File: src/hdl/wsc_pkg.sv
// Package for the wavetable sound channel: request codes, widths, limits
// and the command word passed from the issue stage to the accumulate stage.
// No dependencies.
`default_nettype none
package wsc_pkg;

    localparam int BANK_BYTES  = 16;
    localparam int STORE_BYTES = 2 * BANK_BYTES;
    localparam int BYTE_AW     = $clog2(BANK_BYTES);
    localparam int STORE_AW    = $clog2(STORE_BYTES);

    localparam logic [8:0]  LEN_FULL  = 9'd256;
    localparam logic [11:0] SUM_MAX   = 12'd4095;
    localparam logic [7:0]  COUNT_MAX = 8'd255;

    localparam int IN_BYTES  = 2;
    localparam int OUT_BYTES = 3;

    typedef enum logic [2:0] {
        REQ_CTRL    = 3'd0,
        REQ_TRIGGER = 3'd1,
        REQ_WAVE    = 3'd2,
        REQ_LENGTH  = 3'd3,
        REQ_SAMPLE  = 3'd4
    } wsc_req_t;

    typedef enum logic [1:0] {
        CFG_SOUND_LENGTH = 2'd0,
        CFG_VOLUME_CODE  = 2'd1,
        CFG_FORCE_3Q     = 2'd2
    } wsc_cfg_t;

    typedef enum logic [1:0] {
        VOL_MUTE    = 2'd0,
        VOL_FULL    = 2'd1,
        VOL_HALF    = 2'd2,
        VOL_QUARTER = 2'd3
    } wsc_vol_t;

    // Command from the issue stage to the accumulate stage
    typedef struct packed {
        logic clr;      // clear sum and count
        logic add;      // add the fetched sample
        logic lo_nib;   // take the low nibble of the fetched byte
        logic on;       // playing flag after this item
        logic changed;  // playing flag toggled by this item
    } wsc_cmd_t;

endpackage
`default_nettype wire

File: src/hdl/wavetable_sound_channel.sv
// Wavetable sound channel top level: issue stage, wave memory, accumulate
// stage and output register. Depends on wsc_pkg.
//
// Usage:
//   Items arrive as beats on the s_ channel (req_type on s_tuser, ram_index
//   and write_data packed in s_tdata). Every accepted beat yields exactly one
//   result beat on the m_ channel (sample_sum, samples_summed, channel_on,
//   enable_changed packed in m_tdata), in order.
//   Registers sound_length, volume_code and force_three_quarter are written
//   through cfg_wr_en / cfg_index / cfg_wdata; the user must write them only
//   while the channel is idle, as the block itself does not enforce it. An
//   accepted beat is registered in the accumulate stage, then in the output
//   register. Throughput: one beat per cycle while the receiver takes results;
//   the wave memory has one write and one registered read port, and control
//   state is updated at acceptance. A wave write is seen by a later fetch.
//   Reset (aresetn low, synchronous) clears all control state, counters,
//   registers and the per-byte valid bits; an unwritten byte reads as zero.
//   When the receiver stalls, the output register holds its beat, the
//   accumulate stage holds its item, and s_tready drops once both are full.
`default_nettype none
module wavetable_sound_channel
    import wsc_pkg::*;
(
    input  wire logic                   aclk,
    input  wire logic                   aresetn,
    // configuration
    input  wire logic                   cfg_wr_en,
    input  wire logic [1:0]             cfg_index,
    input  wire logic [7:0]             cfg_wdata,
    // input items
    input  wire logic                   s_tvalid,
    output logic                        s_tready,
    // [3:0] ram_index, [11:4] write_data, [15:12] zero
    input  wire logic [8*IN_BYTES-1:0]  s_tdata,
    // [2:0] req_type
    input  wire logic [2:0]             s_tuser,
    // results
    output logic                        m_tvalid,
    input  wire logic                   m_tready,
    // [11:0] sample_sum, [19:12] samples_summed, [20] channel_on,
    // [21] enable_changed, [23:22] zero
    output logic [8*OUT_BYTES-1:0]      m_tdata
);

    // configuration registers
    logic [7:0] sound_length_reg;
    logic [1:0] volume_code_reg;
    logic       force_3q_reg;

    always_ff @(posedge aclk) begin
        if (!aresetn) begin
            sound_length_reg <= '0;
            volume_code_reg  <= '0;
            force_3q_reg     <= 1'b0;
        end else if (cfg_wr_en) begin
            unique case (wsc_cfg_t'(cfg_index))
                CFG_SOUND_LENGTH: sound_length_reg <= cfg_wdata;
                CFG_VOLUME_CODE:  volume_code_reg  <= cfg_wdata[1:0];
                CFG_FORCE_3Q:     force_3q_reg     <= cfg_wdata[0];
                default:          ;
            endcase
        end
    end

    // unpack input beat
    logic [2:0]         req_type;
    logic [BYTE_AW-1:0] ram_index;
    logic [7:0]         write_data;

    assign req_type   = s_tuser;
    assign ram_index  = s_tdata[0 +: BYTE_AW];
    assign write_data = s_tdata[BYTE_AW +: 8];

    // pipeline handshakes
    logic s1_valid_reg, s1_valid_next;
    logic m_valid_reg;
    logic s1_adv;
    logic accept;

    assign s1_adv   = s1_valid_reg && (!m_valid_reg || m_tready);
    assign s_tready = !s1_valid_reg || s1_adv;
    assign accept   = s_tvalid && s_tready;

    // control state, updated at acceptance
    logic [4:0] pos_reg, pos_next;
    logic       play_bank_reg, play_bank_next;
    logic       select_bank_reg, select_bank_next;
    logic       two_bank_reg, two_bank_next;
    logic       dac_on_reg, dac_on_next;
    logic       playing_reg, playing_next;
    logic       stop_mode_reg, stop_mode_next;
    logic [8:0] len_count_reg, len_count_next;
    logic       tick_phase_reg, tick_phase_next;

    wsc_cmd_t           cmd;
    logic               mem_we;
    logic [STORE_AW-1:0] mem_waddr;
    logic               mem_re;
    logic [STORE_AW-1:0] mem_raddr;
    logic [8:0]         len_inc;

    assign len_inc   = (len_count_reg < LEN_FULL) ? len_count_reg + 9'd1 : LEN_FULL;
    assign mem_waddr = {~select_bank_reg, ram_index};
    assign mem_raddr = {play_bank_reg, pos_reg[4:1]};

    always_comb begin
        pos_next         = pos_reg;
        play_bank_next   = play_bank_reg;
        select_bank_next = select_bank_reg;
        two_bank_next    = two_bank_reg;
        dac_on_next      = dac_on_reg;
        playing_next     = playing_reg;
        stop_mode_next   = stop_mode_reg;
        len_count_next   = len_count_reg;
        tick_phase_next  = tick_phase_reg;
        cmd              = '0;
        mem_we           = 1'b0;
        mem_re           = 1'b0;

        unique case (req_type)
            REQ_CTRL: begin
                two_bank_next    = write_data[5];
                select_bank_next = write_data[6];
                dac_on_next      = write_data[7];
                // DAC switched off: stop and clear the sum
                if (!write_data[7] && dac_on_reg) begin
                    playing_next = 1'b0;
                    cmd.clr      = 1'b1;
                end
                play_bank_next = write_data[6];
                pos_next       = '0;
            end
            REQ_TRIGGER: begin
                stop_mode_next = write_data[6];
                if (write_data[7]) begin
                    cmd.clr = 1'b1;
                    if (dac_on_reg) begin
                        playing_next   = 1'b1;
                        len_count_next = LEN_FULL - {1'b0, sound_length_reg};
                        pos_next       = '0;
                        play_bank_next = select_bank_reg;
                    end
                end
            end
            REQ_WAVE: begin
                mem_we = 1'b1;
            end
            REQ_LENGTH: begin
                if (playing_reg) begin
                    if (tick_phase_reg && stop_mode_reg) begin
                        len_count_next = len_inc;
                        if (len_inc[8]) begin
                            playing_next = 1'b0;
                        end
                    end
                    tick_phase_next = ~tick_phase_reg;
                    // length expiry clears the sum
                    if (!playing_next) begin
                        cmd.clr = 1'b1;
                    end
                end
            end
            REQ_SAMPLE: begin
                if (playing_reg) begin
                    mem_re     = 1'b1;
                    cmd.add    = 1'b1;
                    cmd.lo_nib = pos_reg[0];
                    pos_next   = pos_reg + 5'd1;
                    // wrap: swap banks in two-bank mode
                    if (pos_reg == 5'd31 && two_bank_reg) begin
                        play_bank_next = ~play_bank_reg;
                    end
                end
            end
            default: ;
        endcase

        cmd.on      = playing_next;
        cmd.changed = playing_next ^ playing_reg;
    end

    always_ff @(posedge aclk) begin
        if (!aresetn) begin
            pos_reg         <= '0;
            play_bank_reg   <= 1'b0;
            select_bank_reg <= 1'b0;
            two_bank_reg    <= 1'b0;
            dac_on_reg      <= 1'b0;
            playing_reg     <= 1'b0;
            stop_mode_reg   <= 1'b0;
            len_count_reg   <= '0;
            tick_phase_reg  <= 1'b0;
        end else if (accept) begin
            pos_reg         <= pos_next;
            play_bank_reg   <= play_bank_next;
            select_bank_reg <= select_bank_next;
            two_bank_reg    <= two_bank_next;
            dac_on_reg      <= dac_on_next;
            playing_reg     <= playing_next;
            stop_mode_reg   <= stop_mode_next;
            len_count_reg   <= len_count_next;
            tick_phase_reg  <= tick_phase_next;
        end
    end

    // wave memory: one write port, one registered read port
    logic [7:0]             wave_mem [STORE_BYTES];
    logic [STORE_BYTES-1:0] byte_valid_reg;
    logic [7:0]             rd_data_reg;
    logic                   rd_valid_reg;

    always_ff @(posedge aclk) begin
        if (accept && mem_we) begin
            wave_mem[mem_waddr] <= write_data;
        end
        if (accept && mem_re) begin
            rd_data_reg <= wave_mem[mem_raddr];
        end
    end

    // unwritten bytes read as zero
    always_ff @(posedge aclk) begin
        if (!aresetn) begin
            byte_valid_reg <= '0;
            rd_valid_reg   <= 1'b0;
        end else if (accept) begin
            if (mem_we) begin
                byte_valid_reg[mem_waddr] <= 1'b1;
            end
            if (mem_re) begin
                rd_valid_reg <= byte_valid_reg[mem_raddr];
            end
        end
    end

    // accumulate stage
    wsc_cmd_t s1_cmd_reg;

    assign s1_valid_next = accept ? 1'b1 : (s1_adv ? 1'b0 : s1_valid_reg);

    always_ff @(posedge aclk) begin
        if (!aresetn) begin
            s1_valid_reg <= 1'b0;
        end else begin
            s1_valid_reg <= s1_valid_next;
        end
    end

    always_ff @(posedge aclk) begin
        if (accept) begin
            s1_cmd_reg <= cmd;
        end
    end

    logic [3:0]  nibble;
    logic [5:0]  triple;
    logic [3:0]  scaled;
    logic [12:0] sum_wide;
    logic [11:0] sum_reg, sum_next;
    logic [7:0]  count_reg, count_next;

    assign nibble = !rd_valid_reg ? 4'd0
                  : (s1_cmd_reg.lo_nib ? rd_data_reg[3:0] : rd_data_reg[7:4]);
    assign triple = {2'b00, nibble} + {1'b0, nibble, 1'b0};

    always_comb begin
        if (force_3q_reg) begin
            scaled = triple[5:2];
        end else begin
            unique case (wsc_vol_t'(volume_code_reg))
                VOL_MUTE:    scaled = 4'd0;
                VOL_FULL:    scaled = nibble;
                VOL_HALF:    scaled = nibble >> 1;
                VOL_QUARTER: scaled = nibble >> 2;
                default:     scaled = 4'd0;
            endcase
        end
    end

    assign sum_wide = {1'b0, sum_reg} + {9'd0, scaled};

    always_comb begin
        sum_next   = sum_reg;
        count_next = count_reg;
        if (s1_cmd_reg.clr) begin
            sum_next   = '0;
            count_next = '0;
        end else if (s1_cmd_reg.add) begin
            sum_next   = sum_wide[12] ? SUM_MAX : sum_wide[11:0];
            count_next = (count_reg == COUNT_MAX) ? COUNT_MAX : count_reg + 8'd1;
        end
    end

    always_ff @(posedge aclk) begin
        if (!aresetn) begin
            sum_reg   <= '0;
            count_reg <= '0;
        end else if (s1_adv) begin
            sum_reg   <= sum_next;
            count_reg <= count_next;
        end
    end

    // output register
    logic [8*OUT_BYTES-1:0] m_data_reg;

    always_ff @(posedge aclk) begin
        if (!aresetn) begin
            m_valid_reg <= 1'b0;
        end else if (s1_adv) begin
            m_valid_reg <= 1'b1;
        end else if (m_tready) begin
            m_valid_reg <= 1'b0;
        end
    end

    always_ff @(posedge aclk) begin
        if (s1_adv) begin
            m_data_reg <= {2'b00, s1_cmd_reg.changed, s1_cmd_reg.on, count_next, sum_next};
        end
    end

    assign m_tvalid = m_valid_reg;
    assign m_tdata  = m_data_reg;

endmodule
`default_nettype wire

File: config.mk
export PLATFORM = sky130hd
export DESIGN_NAME = wavetable_sound_channel
export DESIGN_NICKNAME = d
export VERILOG_FILES = /design/src/hdl/wsc_pkg.sv /design/src/hdl/wavetable_sound_channel.sv
export SDC_FILE = /design/constraint.sdc
export NUM_CORES = 1
export LEC_CHECK = 0
export BUFFER_PORTS_ARGS = -buffer_cell sky130_fd_sc_hd__buf_2
export CAP_MARGIN = 20
export CORE_ASPECT_RATIO = 0.75
export CORE_MARGIN = 5
export CORE_UTILIZATION = 40
export CTS_BUF_LIST = sky130_fd_sc_hd__clkbuf_4
export DETAILED_ROUTE_END_ITERATION = 8
export PLACE_DENSITY_LB_ADDON = 0.08
export SYNTH_ARGS = -nofsm -noshare
export SYNTH_HDL_FRONTEND = slang
export SYNTH_SLANG_ARGS = --single-unit
File: constraint.sdc
create_clock -name aclk -period 3.35 [get_ports aclk]
set_clock_uncertainty 0.15 [all_clocks]
set_input_delay 0.67 -clock aclk [delete_from_list [all_inputs] [get_ports aclk]]
set_output_delay 0.67 -clock aclk [all_outputs]
set_load 0.02 [all_outputs]
==> results, run 1 <==
- The flow ran to the end, but the final reports show violations.
- The checks that failed: setup timing.
- In the global route stage, met1 resource usage came out at 0.274.
- The post-synthesis async set-or-reset flop share is 0.
- The effective utilization at floorplan is 0.403.
- The maximum count of clock buffers along a single path is 3.
- Dividing the synthesized area by the synthesized cell count gives 15.3 sq um.
- The total chip power is 9.52 mW.
- The power share of the sequential group is 0.535.
- Setup violations remaining at the end of the flow were counted as 22.
- Summing every instance area after synthesis gives 15900 sq um.
- During I/O placement, the number of pins put on the boundary was 60.
- The total number of nets in the final design is 1280.
- Leaving out fill and tap cells, the most frequent cell in the layout is edfxtp_1.
- The worst setup path is captured at a register.
- Cell internal power was estimated by the tool at 7.39 mW.
- The total of buffers placed on input and output ports is 53.
- The final count of pins violating max slew is 0.
- STA classifies the critical path startpoint as a register.
- For this run, the detailed router's first-pass iteration total came to 5.
- The maximum ir drop on the vdd rail is 0.000259 V.
- The initial antenna violation count was 2.
- The final instance area is 18900 sq um.
- The number of buffers added by the clock tree synthesis step is 96.
- The placed wire-length estimate after detailed placement is 25000 microns.
- The total global routing track utilization is 0.182.
- The total overflow left after global routing is 0.
- After technology mapping, the gate count stands at 1036.
- The routability-driven placement congestion ratio is 0.778.
- Of the total power, the share spent switching nets is 0.224.
- STA puts the critical path data required time at 3.68 ns.
- The logic depth of the worst register-to-register path is 15.
- The combinational power share is 0.033.
- Max-cap violations in this run came to 0.
- The top cell types in the final layout, fill and taps aside, are 291 x edfxtp_1, 153 x clkbuf_4, 91 x buf_4.
- The tree is rooted in a clkbuf_4.
- The instance area at placement is 17300 sq um.
- The final layout contains routed wiring with a total length of 39100 microns.
- The part of the power in the clock network is 0.432.
- Setup repair after global routing could not meet its margin everywhere.
- The largest individual stage delay along the critical path comes from the cell edfxtp_1.
- In this run the most used layer during global routing was met1.
- The total negative slack for setup checks is -4.58 ns.
- The peak per-stage delay on the critical path is 0.51 ns.
- The clock slew at the register clock pins of the worst setup and hold paths is 0.07 ns.
- The global-route met2 utilization is 0.269.
- The clock tree from TritonCTS is built.
- Once layout is complete, the utilization of the core stands at 0.481.
- Of the synthesized area, sequential elements account for 0.661.
- The growth of design area from synthesis to finish is 19.3%.
- The met3 demand-to-capacity share in global routing is 0.0429.
- The number of vias per cell after detailed routing is 5.27.
- The leakage power total is 6.52 nW.
- The number of global-route vias before repair is 10072.
- The actual transition at the worst max-transition pin is 0.943 ns.
- The die outline width is 240 microns.
- The switching power is 2.13 mW.
- Data arrives at the worst endpoint at 4.03 ns.
- The post-route antenna net violation count is 0.
- Of the cells placed in the final design, the portion with a size suffix greater than 1 is 0.351.
- Counting instances, the worst hold path has a depth of 3.
- The setup slack after layout is -0.347 ns.
- In this run the number of H-tree levels came out at 3.
- During synthesis, Yosys emitted a total of 0 warnings.
- The number of clock sinks is 378.
- The type of the worst setup path is register to register.
- The distinct cell type count of the synthesized netlist is 68.
- The via count of the routed design is 9698.
- The first global-routing pass estimated 60300 microns of wire.
- In this run, the number of DRC markers left after iteration 0 of detailed routing was 555.
- The routed design could run at a clock period as short as 3.70 ns.
- The commonest register cell after synthesis is edfxtp_1.
- The number of hold violations in the final report is 0.
- The clock reaches the later pin of the worst-skew pair after 0.80 ns.
- Of the available clock period, the critical path in the final layout requires 1.10.
- The peak clock frequency supported by timing is 270 MHz.
- Entering global routing, the biggest net connects 46 pins.
- The number of rows in the core area is 63.
- From bottom edge to top edge, the die measures 182 microns.
- Walking the worst path, the cells encountered are mux2_4 -> nand2_4 -> inv_6 -> ha_4 -> a21oi_4 -> o31ai_4 -> xnor2_1 -> a21oi_1 -> ha_1 -> nor2b_4 -> o21a_1 -> o211ai_1 -> buf_4 -> and4_1 -> nor3_1.
- The maximum fanout encountered on the critical timing path is 5.
- The class of the tightest hold or removal check is primary input to register.
- Dividing the detail-routed wire length by the instance count gives 21.2 microns.
- For this run, design rule violations remaining after detail routing come to 0.
- The synthesized design contains 291 enable-type register cells.
- The normalized max-slew margin is 0.372.
- The total die area is 43800 sq um.
- The flip-flop count of the largest register, all copies and words added is 256.
- The area of the core is 39300 sq um.
- The synthesized design contains 378 register bits.
- The power per cell area is 503 nW/um^2.
routing by layer:
metal / share of wire / routed length [microns]
met5: 0 / 0
met4: 0.014 / 565
met3: 0.044 / 1740
met2: 0.45 / 17500
met1: 0.49 / 19300
timing repair:
item | CTS | global route
hold buffers | 7 | 0
buffers inserted | 8 | 3
setup endpoints to repair | 24 | 24
gates resized for setup | 22 | 10
endpoints found under the hold margin | 7 | 0
pin swaps | 28 | 8
power by group through the flow:
| stage | combinational [mW] | sequential [mW] | clock (mW) |
|---|---|---|---|
| floorplan | 0.141 | 5.20 | 0 |
| global placement | 0.300 | 5.20 | 0 |
| detailed placement | 0.302 | 5.20 | 0 |
| CTS | 0.314 | 5.09 | 4.26 |
| global route | 0.347 | 5.10 | 4.55 |
| finish | 0.316 | 5.10 | 4.11 |
critical path, delay by kind of cell, from the launching register on:
family | cells | cell delay (ns)
buffers and inverters | 2 | 0.26
adder cells (fa/ha/maj) | 2 | 0.52
AND/OR/NAND/NOR | 4 | 0.44
XOR/XNOR | 1 | 0.12
AO/OA/AOI/OAI | 5 | 1.02
flip-flops | 1 | 0.51
multiplexers | 1 | 0.36
cell families (layout without fill, tap and decap cells):
group | Yosys count | after routing | share of synthesized area
buf+inv | 87 | 363 | 0.0238
other cells | 1 | 9 | 0.000236
xor+xnor | 14 | 14 | 0.00773
flops | 378 | 378 | 0.661
fa+ha+maj | 14 | 14 | 0.0120
compound gates | 184 | 184 | 0.0790
simple gates | 243 | 243 | 0.0766
mux | 115 | 115 | 0.140
synthesized netlist by cell type (3+ instances only):
master / count / share of area
o221a_2: 6 / 0.0043
nor3b_1: 5 / 0.0024
nor2_1: 92 / 0.022
ha_1: 12 / 0.0095
and3b_1: 3 / 0.0017
dfxtp_1: 87 / 0.11
o221ai_1: 3 / 0.0017
o211a_1: 3 / 0.0019
nand3b_1: 9 / 0.0043
nor3_1: 22 / 0.0069
o31ai_1: 5 / 0.0024
nor2b_1: 9 / 0.0035
nand2b_1: 6 / 0.0024
a21oi_1: 51 / 0.016
mux2_2: 14 / 0.0099
o21ai_0: 16 / 0.0050
mux2i_1: 17 / 0.011
mux4_2: 84 / 0.12
inv_1: 26 / 0.0062
nand2_1: 32 / 0.0076
buf_2: 11 / 0.0035
and3_1: 14 / 0.0055
clkbuf_1: 32 / 0.0076
and4_1: 3 / 0.0017
a21o_1: 6 / 0.0028
o21a_1: 37 / 0.018
buf_1: 11 / 0.0026
a211oi_1: 15 / 0.0071
o22ai_1: 3 / 0.0012
xnor2_1: 9 / 0.0050
edfxtp_1: 291 / 0.55
and2_1: 7 / 0.0028
a311oi_1: 4 / 0.0022
nand4_1: 5 / 0.0020
or2_2: 5 / 0.0020
xor2_1: 5 / 0.0028
a31oi_1: 16 / 0.0063
nor4_1: 5 / 0.0020
nand3_1: 17 / 0.0054
stage by stage:
step	instances	hold WS [ns]	worst slack, ns
after floorplan	1037	0.250	-0.0808
after global placement	1638	0.281	-0.408
after detailed placement	1638	0.283	-0.423
after CTS	1830	0.00398	-0.337
after global routing	1840	-0.0216	-0.498
final	1840	0.0740	-0.347
final timing paths:
path	slack [ns]	start	end
setup reg to reg	-0.35	s1_cmd_reg[2]	m_tdata[10]
hold / removal	0.07	cfg_wdata[0]	volume_code_reg[0]
hold reg to reg	0.29	s1_cmd_reg[1]	m_tdata[20]
setup / recovery	-0.35	s1_cmd_reg[2]	m_tdata[10]
area by class of cell:
type,count,area [sq um]
Clock inverter,26,156
Antenna cell,7,17.5
Inverter,28,110
Tap cell,520,651
Fill cell,3464,20400
Timing Repair Buffer,156,1120
Sequential cell,378,10500
Multi-Input combinational cell,572,5240
Clock buffer,153,1150
(Power assumes the default switching activity.)
==> inputs of run 2 (changes only) <==
ABC_AREA = 1   (was default)
==> results, run 2 <==
- The initial antenna violation count came to 1 (-1).
- The cell at the root of the clock tree is clkbuf_4.
- The final wirelength is 44000 microns (+13%).
- The total of flip-flops plus latches after synthesis was 378 (unchanged).
- The via count of the routed design is 12191 (+26%).
- The growth of design area from synthesis to finish is 14.8%.
- The leakage power total is 7.51 nW (+15%).
- The number of vias per cell after detailed routing is 5.04 (-4.3%).
- The data required time at the worst endpoint was 3.89 ns (+0.21 ns).
- The maximum ir drop on the vdd rail was 0.000273 V (+5.8%).
- The number of buffers and inverters on the critical path is 3 (+1).
- The final count of pins violating max slew is 0 (unchanged).
- The most repeated cell in the gate-level netlist after synthesis is nand2_1.
- The number of remaining DRC errors is 0 (unchanged).
- The instance count of the mapped netlist is 1687 (+63%).
- The clock slew at the register clock pins of the worst setup and hold paths is 0.07 ns (about the same).
- The distinct cell type count of the synthesized netlist is 48 (-29%).
- The sequential share of the synthesized area is 0.633 (-0.0280).
- The part of the cycle the worst path needs is 0.975 (-0.129).
- The maximum count of clock buffers along a single path was 3 (unchanged).
- The instance area at placement is 17500 sq um (+0.84%).
- The routing usage on met1 is 0.298 (+0.0241).
- The share of cells above drive strength 1 came to 0.174 (-0.177).
- The most crowded layer after global routing is met1.
- The number of buffers added by the clock tree synthesis step was 96 (unchanged).
- The total of buffers placed on input and output ports is 53 (unchanged).
- By area the synthesized netlist is led by edfxtp_1 53%, dfxtp_1 11%, nand2_1 8.7%.
- The total of warnings raised by yosys came to 0 (unchanged).
- The number of endpoints failing setup at the final stage is 0 (-100%).
- The normalized max-slew margin is 0.343 (-0.0291).
- The arrival time at the worst endpoint is 3.81 ns (-0.22 ns).
- The global-route met2 utilization is 0.271 (+0.00230).
- The worst slack at placement was -0.224 ns (+0.199 ns).
- The wire length of the first global-routing pass is 68100 microns (+13%).
- The routability-driven placement congestion ratio is 0.799 (+2.7%).
- The number of global-route vias before repair is 11774 (+17%).
- The post-layout minimum cycle time is 3.27 ns (-0.432 ns).
- The flip-flop count of the largest register, all copies and words added is 256 (unchanged).
- The most common library cell in the layout ignoring fill and taps is nand2_1.
- The H-tree depth came to 3 (unchanged).
- The maximum fanout encountered on the critical timing path came to 4 (-1).
- The placed wire-length estimate after detailed placement was 26800 microns (+7.0%).
- The cell accounting for the most synthesized area is edfxtp_1.
- Setup repair after global routing could not meet its margin everywhere.
- The pin count of the biggest net entering global routing is 156 (+240%).
- The total die area is 45600 sq um (+4.2%).
- Traced cell by cell, the critical path runs through buf_6 -> nor2_2 -> nor2_1 -> nand2_2 -> inv_2 -> fa_1 -> nor2_1 -> a21oi_1 -> ha_2 -> inv_2 -> fa_2 -> nor2_4 -> nor2_4 -> nor2_4 -> nand4_1 -> nand3_1 -> nand2_1 -> a21oi_1.
- The total chip power is 9.75 mW (+2.4%).
- The power per cell area is 513 nW/um^2 (+1.9%).
- The final cell count without fillers was 2418 (+31%).
- The flow ran to the end, and the final reports show no timing, DRC or antenna violations.
- The clock insertion delay at the later pin of the skew report is 0.77 ns (-0.03 ns).
- STA classifies the critical path endpoint as a register.
- The DRC marker count from the first detailed-route iteration is 850 (+53%).
- TritonCTS built the clock tree.
- The actual transition at the worst max-transition pin is 0.985 ns (+0.0426 ns).
- The type of origin of the critical path is a register.
- The peak clock frequency supported by timing was 306 MHz (+13%).
- The routed length per placed instance came to 18.2 microns (-14%).
- The post-synthesis async set-or-reset flop share is 0 (unchanged).
- The detailed-routing iteration count for the pre-antenna-repair pass is 5 (unchanged).
- The number of enable flip-flop cells after synthesis came to 291 (unchanged).
- The share of the synthesized area in the top cell type is 0.527 (-0.0234).
- The number of top-level pins is 60 (unchanged).
- The count of placed standard cells including taps is 2225 (+36%).
- The average cell area after synthesis is 9.82 sq um (-36%).
- The effective utilization at floorplan was 0.406 (+0.00235).
- The met3 demand-to-capacity share in global routing is 0.0461 (+0.00324).
- The path class of the tightest hold or removal check is primary input to register.
- By count the netlist is led by 384 x nand2_1, 291 x edfxtp_1, 171 x nor2_1.
- The number of clock sinks is 378 (unchanged).
- The area of the core is 40800 sq um (+3.8%).
- The top cell types in the final layout, fill and taps aside, are 379 x nand2_1, 291 x edfxtp_1, 167 x nor2_1.
- The family with the most delay on the worst path is adder cells.
- The die outline width is 245 microns (+2.1%).
- The cell with the largest stage delay on the worst path is fa_1.
- The most used cell along the critical path is nor2_4.
- The setup slack after layout is 0.0845 ns (+0.432 ns).
- The post-route antenna net violation count is 0 (unchanged).
- The die boundary height came to 186 microns (+2.1%).
- The cell area after technology mapping is 16600 sq um (+4.4%).
- The number of hold violations in the final report came to 0 (unchanged).
- The commonest register cell after synthesis is edfxtp_1.
- The global-route congestion overflow total is 0 (unchanged).
- The number of rows in the core area is 64 (+1.6%).
- The final instance area is 19000 sq um (+0.49%).
- The peak per-stage delay on the critical path is 0.53 ns (+0.02 ns).
- The total number of nets in the final design was 1855 (+45%).
- The total global routing track utilization came to 0.193 (+0.0108).
- The count of max-cap constraint violations is 0 (unchanged).
- The critical path in this run is classified as register to register.
[run 2: cell types whose count changed after synthesis, sizes merged, moves of 17 or more]
cell,delta
nand2,+361
inv,+136
o21ai,+105
nand3,+101
a21oi,+92
nor2,+89
mux4,-84
o21a,-37
o31ai,+19
mux2i,-17
[run 2: cell type report]
type / instances / area [sq um]
Fill cell: 3961 / 21800
Sequential cell: 378 / 10500
Multi-Input combinational cell: 1068 / 5230
Clock buffer: 152 / 1140
Timing Repair Buffer: 97 / 669
Tap cell: 528 / 661
Inverter: 166 / 631
Clock inverter: 27 / 198
Antenna cell: 2 / 5.00
[run 2: logic make-up after synthesis]
kind of cell | synth area share
AND/OR/NAND/NOR | 0.187
flip-flops | 0.633
AO/OA/AOI/OAI | 0.105
buffers and inverters | 0.0590
adder cells (fa/ha/maj) | 0.0115
XOR/XNOR | 0.00529
other | 0.000226
[run 2: through the flow]
step | hold WS (ns) | setup TNS [ns] | util
2_1_floorplan | 0.250 | 0 | -
6_report | 0.105 | 0 | 0.466
3_3_place_gp | 0.267 | -1.65 | 0.427
5_1_grt | 0.0318 | -1.27 | 0.466
3_5_place_dp | 0.256 | -3.60 | 0.427
4_1_cts | 0.00551 | 0 | 0.464
[run 2: path summary, 6_finish.rpt]
kind                               startpoint           end  slack, ns  cells after the start
worst min-delay path             cfg_index[1]  force_3q_reg       0.10                      3
worst max register to register  s1_cmd_reg[2]    sum_reg[3]       0.08                     18
worst max-delay path            s1_cmd_reg[2]    sum_reg[3]       0.08                     18
worst min register to register  s1_cmd_reg[0]   m_tdata[21]       0.27                      0
[run 2: timing repair]
action | in CTS | in global routing
buffers inserted | 3 | 1
endpoints found under the hold margin | 8 | 0
hold buffers | 8 | 0
cloned | 0 | 0
gates resized for setup | 21 | 15
pin swaps | 11 | 21
endpoints found under the setup margin | 24 | 24
[run 2: where the power goes]
group / leakage (nW) / total (mW) / switching, mW / internal (mW)
registers: 3.34 / 5.13 / 0.0404 / 5.09
logic: 3.38 / 0.412 / 0.293 / 0.118
clock network: 0.792 / 4.21 / 1.91 / 2.30
[run 2: metal layers]
metal	wire length, microns	up-vias	part of all wire
met1	22400	5783	0.51
met2	18000	315	0.41
li1	-	6031	-
met4	762	0	0.017
met5	0	-	0
met3	2860	62	0.065
[run 2: worst min-delay path, stage by stage]
cell     delay [ns]
buf_2          0.11
nand3_1        0.12
a21oi_1        0.07
==> inputs of run 3 (changes only) <==
CTS_BUF_LIST = default   (was sky130_fd_sc_hd__clkbuf_4)
==> results, run 3 (synthesis results as in run 2) <==
- The path class of the tightest hold or removal check is primary input to register.
- The maximum fanout encountered on the critical timing path was 4 (unchanged).
- The clock insertion delay at the later pin of the skew report is 0.53 ns (-0.24 ns).
- The global-route congestion overflow total is 0 (unchanged).
- The count of max-cap constraint violations was 0 (unchanged).
- The part of the cycle the worst path needs is 0.969 (-0.00619).
- The DRC marker count from the first detailed-route iteration was 893 (+5.1%).
- The count of hold buffers inserted by post-cts repair is 0 (-8).
- The switching power share of the total is 0.216 (-0.0136).
- The share of cells above drive strength 1 is 0.125 (-0.0488).
- The pin count of the biggest net entering global routing came to 156 (unchanged).
- The number of buffers added by the clock tree synthesis step is 40 (-58%).
- The combinational power share was 0.042 (about the same).
- The number of top-level pins is 60 (unchanged).
- The number of vias per cell after detailed routing is 5.12 (+1.6%).
- The top cell types in the final layout, fill and taps aside, are 378 x nand2_1, 291 x edfxtp_1, 166 x nor2_1.
- The cell at the root of the clock tree is clkbuf_16.
- The number of endpoints failing setup at the final stage is 0 (unchanged).
- The total die area is 45600 sq um (unchanged).
- On the critical path, the stage with the largest delay is an instance of fa_1.
- The worst slack at placement is -0.224 ns (unchanged).
- The internal power consumption is 7.67 mW (+2.1%).
- The data required time at the worst endpoint is 3.67 ns (-0.22 ns).
- The placed wire-length estimate after detailed placement is 26800 microns (unchanged).
- The number of clock sinks came to 378 (unchanged).
- The most common library cell in the layout ignoring fill and taps is nand2_1.
- The final cell count without fillers was 2298 (-5.0%).
- TritonCTS built the clock tree.
- The arrival time at the worst endpoint came to 3.56 ns (-0.25 ns).
- The via count of the routed design is 11769 (-3.5%).
- The routability-driven placement congestion ratio is 0.799 (unchanged).
- The number of remaining DRC errors was 0 (unchanged).
- The final count of pins violating max slew is 0 (unchanged).
- The clock slew at the register clock pins of the worst setup and hold paths is 0.06 ns (about the same).
- The post-layout minimum cycle time came to 3.24 ns (-0.0207 ns).
- The total of buffers placed on input and output ports is 53 (unchanged).
- The wire length of the first global-routing pass is 67200 microns (-1.2%).
- The final wirelength came to 43500 microns (-1.3%).
- The flow ran to the end, and the final reports show no timing, DRC or antenna violations.
- The most used cell along the critical path is nor2_4.
- The H-tree depth came to 2 (-1).
- The effective utilization at floorplan was 0.406 (unchanged).
- The die boundary height is 186 microns (unchanged).
- The actual transition at the worst max-transition pin was 0.988 ns (+0.00286 ns).
- The maximum count of clock buffers along a single path came to 3 (unchanged).
- The die outline width is 245 microns (unchanged).
- The peak clock frequency supported by timing is 308 MHz (+0.64%).
- The peak per-stage delay on the critical path is 0.50 ns (-0.03 ns).
- The final core utilization is 0.461 (-0.00441).
- The setup path with the least slack is of type register to register.
- The post-route antenna net violation count is 0 (unchanged).
- The total chip power is 9.79 mW (+0.35%).
- Relative to the synthesized area, the layout overhead comes to 13.7%.
- The total global routing track utilization is 0.190 (-0.00340).
- Setup repair after global routing could not meet its margin everywhere.
- The setup slack after layout was 0.105 ns (+0.0207 ns).
- The power per cell area came to 519 nW/um^2 (+1.3%).
- The number of buffers and inverters on the critical path is 3 (unchanged).
- The count of placed standard cells including taps came to 2225 (unchanged).
- The number of global-route vias before repair is 11284 (-4.2%).
- STA classifies the critical path startpoint as a register.
- The normalized max-slew margin is 0.341 (-0.00191).
- The total negative slack for setup checks is 0 ns (unchanged).
- The type of destination of the critical path is a register.
- The number of antenna cells inserted came to 0 (-2).
- The initial antenna violation count is 0 (-1).
- The flip-flop count of the largest register, all copies and words added is 256 (unchanged).
- The routed length per placed instance is 18.9 microns (+3.9%).
- The leakage power total is 7.29 nW (-2.9%).
- The detailed-routing iteration count for the pre-antenna-repair pass came to 5 (unchanged).
- The maximum ir drop on the vdd rail is 0.000484 V (+77%).
- The switching power came to 2.12 mW (-5.6%).
- The total number of nets in the final design is 1791 (-3.5%).
- The area of the core came to 40800 sq um (unchanged).
- The number of hold violations in the final report is 0 (unchanged).
- Grouping stages by cell kind, the critical path spends the most delay in adder cells.
- The part of the power in the clock network is 0.434 (+0.003).
- The number of rows in the core area is 64 (unchanged).
- The count of filler cells inserted in the layout is 3897 (-1.6%).
- Walking the worst path, the cells encountered are or2_4 -> nand3_2 -> inv_1 -> fa_1 -> nor2_1 -> a21oi_1 -> ha_2 -> inv_2 -> fa_2 -> nor2_4 -> nor2_4 -> nor2_4 -> buf_4 -> nand2_2 -> o21ai_2 -> nand3_2 -> a21oi_2.
- The power share of the sequential group is 0.525 (-0.002).
## run 3: timing repair
item / 4_1_cts / 5_1_grt
gates cloned: 0 / 0
setup buffers: 3 / 1
pin swaps: 12 / 16
setup endpoints to repair: 24 / 24
resized for setup: 20 / 22
hold endpoints to repair: 0 / 0
## run 3: area by class of cell
cell class              instances  area, sq um  share of cell area
flip-flops and latches        378        10500               0.556
multi-input cells            1068         5250               0.279
clock buffers                  62         1160              0.0618
well taps                     528          661              0.0351
inverters                     166          633              0.0336
repair buffers                 89          589              0.0313
clock inverters                 7         60.1             0.00319
## run 3: metrics by stage
| step | cell area, sq um | hold WS [ns] |
|---|---|---|
| floorplan | 16600 | 0.250 |
| global placement | 17500 | 0.267 |
| detailed placement | 17500 | 0.256 |
| CTS | 18800 | 0.238 |
| global route | 18800 | 0.270 |
| finish | 18800 | 0.267 |
## run 3: routing by layer
metal  share of wire  up-vias  track usage
li1                -     5826            -
met1            0.52     5607        0.304
met2            0.41      279        0.269
met3           0.052       57       0.0311
met4           0.017        0       0.0424
met5               0        -            0
## run 3: power by group through the flow
| stage | clock network [mW] | registers, mW | logic, mW |
|---|---|---|---|
| 6_report | 4.24 | 5.14 | 0.406 |
| 5_1_grt | 4.54 | 5.14 | 0.456 |
| 4_1_cts | 4.32 | 5.14 | 0.404 |
| 3_5_place_dp | 0 | 5.24 | 0.400 |
| 3_3_place_gp | 0 | 5.24 | 0.394 |
| 2_1_floorplan | 0 | 5.24 | 0.211 |
## run 3: worst register-to-register path, delay by kind of cell (launching register included)
family,cells,cell delay [ns]
buf+inv,3,0.24
compound gates,3,0.43
fa+ha+maj,3,1.07
simple gates,8,0.85
flops,1,0.45
## run 3: path summary, 6_finish.rpt
path                               startpoint                  end  slack (ns)  cells after the start
worst min-delay path             cfg_wdata[5]  sound_length_reg[5]        0.27                      3
worst min register to register  s1_cmd_reg[0]          m_tdata[21]        0.27                      0
worst max-delay path            s1_cmd_reg[2]          sum_reg[10]        0.11                     17
worst max register to register  s1_cmd_reg[2]          sum_reg[10]        0.11                     17
